## src/rtl/line_view_aligned_normal_core_assert.svh

```systemverilog
// ----------------------------------------------------------------------------
// Assertion macros for the line view aligned normal core
// Short forms for clocked implication checks with a synchronous reset.
// ----------------------------------------------------------------------------
`ifndef LINE_VIEW_ALIGNED_NORMAL_CORE_ASSERT_SVH
`define LINE_VIEW_ALIGNED_NORMAL_CORE_ASSERT_SVH

// Same-cycle implication, ignored while reset is held.
`define LVAN_ASSERT_IMPL(label, clk, rst_n, ante, cons, msg) \
    label: assert property (@(posedge clk) disable iff (!(rst_n)) (ante) |-> (cons)) \
        else $error(msg);

// Next-cycle implication, ignored while reset is held.
`define LVAN_ASSERT_NEXT(label, clk, rst_n, ante, cons, msg) \
    label: assert property (@(posedge clk) disable iff (!(rst_n)) (ante) |=> (cons)) \
        else $error(msg);

// Implication that is also checked during reset.
`define LVAN_ASSERT_ALWAYS(label, clk, ante, cons, msg) \
    label: assert property (@(posedge clk) (ante) |-> (cons)) \
        else $error(msg);

`endif

```

## src/rtl/lvan_mul.sv

```systemverilog
// ----------------------------------------------------------------------------
// lvan_mul
// Four-stage signed multiplier built from 32 by 32 bit partial products.
// ----------------------------------------------------------------------------
module lvan_mul #(
    parameter int WA = 33,
    parameter int WB = 33
) (
    input  logic                 aclk,
    input  logic                 en,
    input  logic signed [WA-1:0] a,
    input  logic signed [WB-1:0] b,
    output logic signed [WA+WB-1:0] p
);

    localparam int NA = (WA + 31) / 32;
    localparam int NB = (WB + 31) / 32;
    localparam int RW = (NB + 1) * 32;
    localparam int PW = (NA + NB) * 32;
    localparam int OW = WA + WB;

    logic [WA-1:0]    a_abs;
    logic [WB-1:0]    b_abs;
    logic [NA*32-1:0] ma_reg;
    logic [NB*32-1:0] mb_reg;
    logic             neg0_reg;
    logic [63:0]      pp_reg [NA][NB];
    logic             neg1_reg;
    logic [RW-1:0]    row_next [NA];
    logic [RW-1:0]    row_reg [NA];
    logic             neg2_reg;
    logic [PW-1:0]    tot;
    logic [OW-1:0]    tot_trim;
    logic [OW-1:0]    p_reg;

    // Magnitudes; the most negative value maps to its unsigned magnitude.
    assign a_abs = a[WA-1] ? WA'(-a) : WA'(a);
    assign b_abs = b[WB-1] ? WB'(-b) : WB'(b);

    // Row sums of the partial products.
    always_comb begin
        for (int i = 0; i < NA; i++) begin
            row_next[i] = '0;
            for (int j = 0; j < NB; j++) begin
                row_next[i] = row_next[i] + (RW'(pp_reg[i][j]) << (32 * j));
            end
        end
    end

    // Final sum of the rows.
    always_comb begin
        tot = '0;
        for (int i = 0; i < NA; i++) begin
            tot = tot + (PW'(row_reg[i]) << (32 * i));
        end
        tot_trim = tot[OW-1:0];
    end

    always_ff @(posedge aclk) begin
        if (en) begin
            ma_reg   <= (NA*32)'(a_abs);
            mb_reg   <= (NB*32)'(b_abs);
            neg0_reg <= a[WA-1] ^ b[WB-1];
            for (int i = 0; i < NA; i++) begin
                for (int j = 0; j < NB; j++) begin
                    pp_reg[i][j] <= 64'(ma_reg[32*i +: 32]) * 64'(mb_reg[32*j +: 32]);
                end
            end
            neg1_reg <= neg0_reg;
            row_reg  <= row_next;
            neg2_reg <= neg1_reg;
            p_reg    <= neg2_reg ? (~tot_trim + OW'(1)) : tot_trim;
        end
    end

    assign p = p_reg;

endmodule

```

## config.mk

```make
export PLATFORM = sky130hd
export DESIGN_NAME = lvan_mul
export DESIGN_NICKNAME = d
export VERILOG_FILES = /design/src/rtl/line_view_aligned_normal_core_assert.svh /design/src/rtl/lvan_mul.sv
export SDC_FILE = /design/constraint.sdc
export NUM_CORES = 2
export LEC_CHECK = 0
export ABC_AREA = 0
export BUFFER_PORTS_ARGS = -buffer_cell sky130_fd_sc_hd__buf_4
export CAP_MARGIN = 20
export CORE_UTILIZATION = 54
export CTS_BUF_LIST = sky130_fd_sc_hd__clkbuf_8
export DETAILED_ROUTE_END_ITERATION = 8
export PLACE_DENSITY = 0.71
export SYNTH_ARGS = -nofsm -noshare
export SYNTH_HDL_FRONTEND = slang
export SYNTH_SLANG_ARGS = --single-unit
```

## constraint.sdc

```tcl
create_clock -name aclk -period 9.3 [get_ports aclk]
set_clock_uncertainty 0.05 [all_clocks]
set_input_delay 0 -clock aclk [delete_from_list [all_inputs] [get_ports aclk]]
set_output_delay 0 -clock aclk [all_outputs]
set_load 0.02 [all_outputs]
```

[Word level (Yosys, flattened, before mapping)]
Memories as Yosys holds them, arrays and structs flattened.
Cells that the tools add are included.
Cells by class
  muxes and demuxes: 5
  div/mod/pow operators: 0
  equal/unequal tests: 0
  reduce and logical (&&, ||, !) cells: 0
  bitwise logic cells: 2
  multiply operators: 4
  add/subtract/negate cells: 6
  order comparisons: 0
  shifts and indexed selects: 0
Operator list (count)
  adder 64 x 66 -> 66 bit: 1
  adder 66 x 1 -> 66 bit, second input constant: 1
  adder 66 bit: 1
  2-to-1 mux 66 bit: 1
  negation 33 bit: 2
  NOT 66 bit: 1
  multiplier 32 x 32 -> 64 bit: 1
  2-to-1 mux 32 bit: 2
  adder 34 bit: 1
  multiplier 1 x 32 -> 33 bit: 1
  multiplier 32 x 1 -> 33 bit: 1
  multiplier 1 x 1 -> 2 bit: 1
  2-to-1 mux 1 bit: 2
  bitwise XOR 1 bit: 1
Word-level totals
  bits of input ports: 68
  logic and storage cells: 28
  RAM bits: 194
  memories: 1
  latch bits: 0
  bits in read-only memories: 0
  register bits: 235
Memory list
  pp_reg: depth 2, width 97, read ports 2, clocked after Yosys merged registers in 0, wr ports 2, RTL line lvan_mul.sv:27  | logic [63:0] pp_reg [NA][NB];

[Logic depth before layout (Yosys ltp)]
  word-level depth: 4
  depth in mapped cells: 29
  depth with buffers taken out: 27

[Least setup slack after synthesis]
No wires, ideal clock.
  path type: register to register
  from: register mb_reg[5]
  to: memory pp_reg[0][96] (netlist bit), data pin
  clock period less this slack: 7.796 ns
  path slack: 1.504 ns
  path buffers: 2
  stages on the path, launching flop included: 28
  arrival: 7.491 ns
  cells stage by stage: edfxtp_1 > clkbuf_1 > and2_1 > fa_1 > fa_1 > fa_1 > inv_1 > fa_1 > inv_1 > fa_1 > inv_1 > fa_1 > inv_1 > fa_1 > fa_1 > ha_1 > clkbuf_1 > a21o_1 > a21o_1 > a221o_1 > nor3b_1 > a31oi_1 > a2111oi_0 > o41ai_1 > o211ai_1 > o21ai_0 > a21oi_1 > a31o_2
RTL lines
  start, declared: RTL line lvan_mul.sv:25  | logic [NB*32-1:0] mb_reg;
  start signal, assigned: RTL line lvan_mul.sv:62  | mb_reg <= (NB*32)'(b_abs);
  end, declared: RTL line lvan_mul.sv:27

==> results.toml <==
[synth]
synth_edf_count = 362
ys_warn_count = 0
mappedNetlistArea_um2 = 50370
synth_sequential_area_ratio_pct = 21.58
synthFlopType = "edfxtp_1"
ys_ff_latch = 362
syn_inst = 4953
synth_nets = 6250
synth_async_sr_flop_share_pct = 0
ys_types = 79
avgSynthCellArea_um2 = 10.17

[setup_path]
path_max_fanout = 32
cp.arrival_ps = 9160
cp_slowest_stage_delay_ps = 580
critPathLaunchType = "register"
path_common_cell = "fa_1"
r2r_slack_ps = 540
critical_path_class = "reg2reg"
crit_path_top_delay_cell = "fa_1"
end_kind = "register"
crit_required_ps = 9700

[sta]
worstMarginPinSlew_ps = 1079
hold_viol = 0
finalSetupViolCount = 0
post-route-period-util_pct = 94.24
period_needed_ps = 8764
tns_ps = 0
slew_headroom_pct = 28.04
layout_setup_ws_ps = 536.1
rsz0062_at_grt = "false"
drv_slew = 0
max_freq_mhz = 114.1

[clock_tree]
cts_tree = "done"
htreeDepth = 2
clockRootBuffer = "clkbuf_8"
postCtsResizedCells = 0
clock_latency_ps = 700
cts.sinks = 362
cts_buffers = 60
postCtsSetupRepairBufs = 0
path_clk_slew_ps = 60
cts_buffer_depth = 3

[routing]
routed_wl_um = 124200
drtPass1Iterations = 8
wl_met2_um = 56280
wl_per_cell_um = 19.35
ant_nets = 0
avgViaCountPerCell = 5.439
dr_wl_met3_um = 11540
top_layer_used = "met5"
first_iter_violations = 2393
vias = 34900
drc_errors = 0
wl_met1_um = 53670

[final_layout]
fin_cells = 6417
fin_area_um2 = 55210
fillers = 7669
drive_above_1_share_pct = 6.594
synthToLayoutAreaGrowth_pct = 9.598
largest_reg_flops = 129
nets = 6424

[global_routing]
grt_max_degree = 126
grt_pass1_wl_um = 201500
grt_pass1_vias = 36840
grt_remaining_overflow = 0
antenna_found_initial = 4
grt_use_total_pct = 27.39

[die]
die_w_um = 307.4
die-area_um2 = 94510
die_y_um = 307.4
rows = 111
initial_core_util_pct = 54.71
fp.coreArea_um2 = 92080
io_pins = 134

[place]
placed_area_um2 = 52750
gp_congestion = 0.9955
dpl_worst_slack_ps = 569.5
port_buffers = 133
place_hpwl_um = 98920
dp.cells = 6184

[worst_hold_path]
hold_path_class = "in2reg"

[status]
status = "finished, final reports clean"

[run]
maxCapViolations = 0
==> critical path, delay by kind of cell (launching register included) <==
family	cells	cell delay, ps
flip-flops	1	480
AND/OR/NAND/NOR	1	230
buffers and inverters	4	800
adder cells (fa/ha/maj)	9	4440
AO/OA/AOI/OAI	11	2470
==> cells by family after synthesis <==
family                   after synthesis  share of synthesized area, %
adder cells (fa/ha/maj)             1229                         43.91
flip-flops                           362                         21.58
AO/OA/AOI/OAI                        465                         6.118
multiplexers                           1                       0.01987
XOR/XNOR                             233                         4.051
AND/OR/NAND/NOR                     1527                         15.83
buffers and inverters               1136                         8.492
==> what timing repair did <==
item,4_1_cts,5_1_grt
endpoints found under the setup margin,0,0
hold endpoints to repair,189,0
hold buffers,123,0
==> cells in the final DEF (no fill, tap or decap), types with 46 or more instances in the layout <==
cell type / n
a21o_1: 53
a21oi_1: 125
and2_1: 689
buf_4: 226
clkbuf_8: 60
dlygate4sd3_1: 123
edfxtp_1: 362
fa_1: 898
ha_1: 331
inv_1: 906
nand2_1: 543
nor2_1: 84
o21ai_0: 105
xnor2_1: 187
xor2_1: 46
==> cells in the mapped netlist (all sizes together) (27+ instances only) <==
cell type    n  area share (%)
nor3        27            0.29
inv        896             6.7
xor2        46            0.80
o21ai      108             1.1
a21o        54            0.81
a21oi      125             1.2
clkbuf     236             1.8
o31ai       38            0.64
edfxtp     362              22
nand3       38            0.38
nand2      543             4.0
nor2        84            0.63
ha         331             8.2
and2       690             8.6
fa         898              36
xnor2      187             3.3
==> worst paths after layout <==
| kind | start | end | depth (start not counted) |
|---|---|---|---|
| setup / recovery | mb_reg[10] | pp_reg[0][96] | 25 |
| hold / removal | b[31] | mb_reg[31] | 3 |
| setup reg to reg | mb_reg[10] | pp_reg[0][96] | 25 |
| hold reg to reg | pp_reg[1][58] | row_reg[25] | 0 |
==> per-stage QoR <==
step                util (%)  hold WS [ps]
floorplan                  -         48.87
global placement       57.28         155.3
detailed placement     57.28         155.7
CTS                    59.92         70.48
global route           59.95         129.1
finish                 59.96         127.1
==> layer usage <==
metal	vias to the layer above	global-route usage, %
li1	15750	-
met3	184	5.788
met1	17620	38.64
met4	2	5.993
met5	-	0
met2	1355	43.70
==> cell type report <==
type | instances | area, µm² | share of cell area [%]
clock buffer | 60 | 825.8 | 1.496
clock inverter | 46 | 370.4 | 0.6708
multi-input combinational | 3455 | 35230 | 63.80
antenna | 3 | 7.507 | 0.01360
timing repair buffer | 352 | 2990 | 5.417
sequential | 362 | 10870 | 19.69
inverter | 896 | 3363 | 6.092
tap | 1243 | 1555 | 2.817
Power is not shown: default switching activity piles up to over one toggle a cycle in this logic, so the estimate is an artifact.
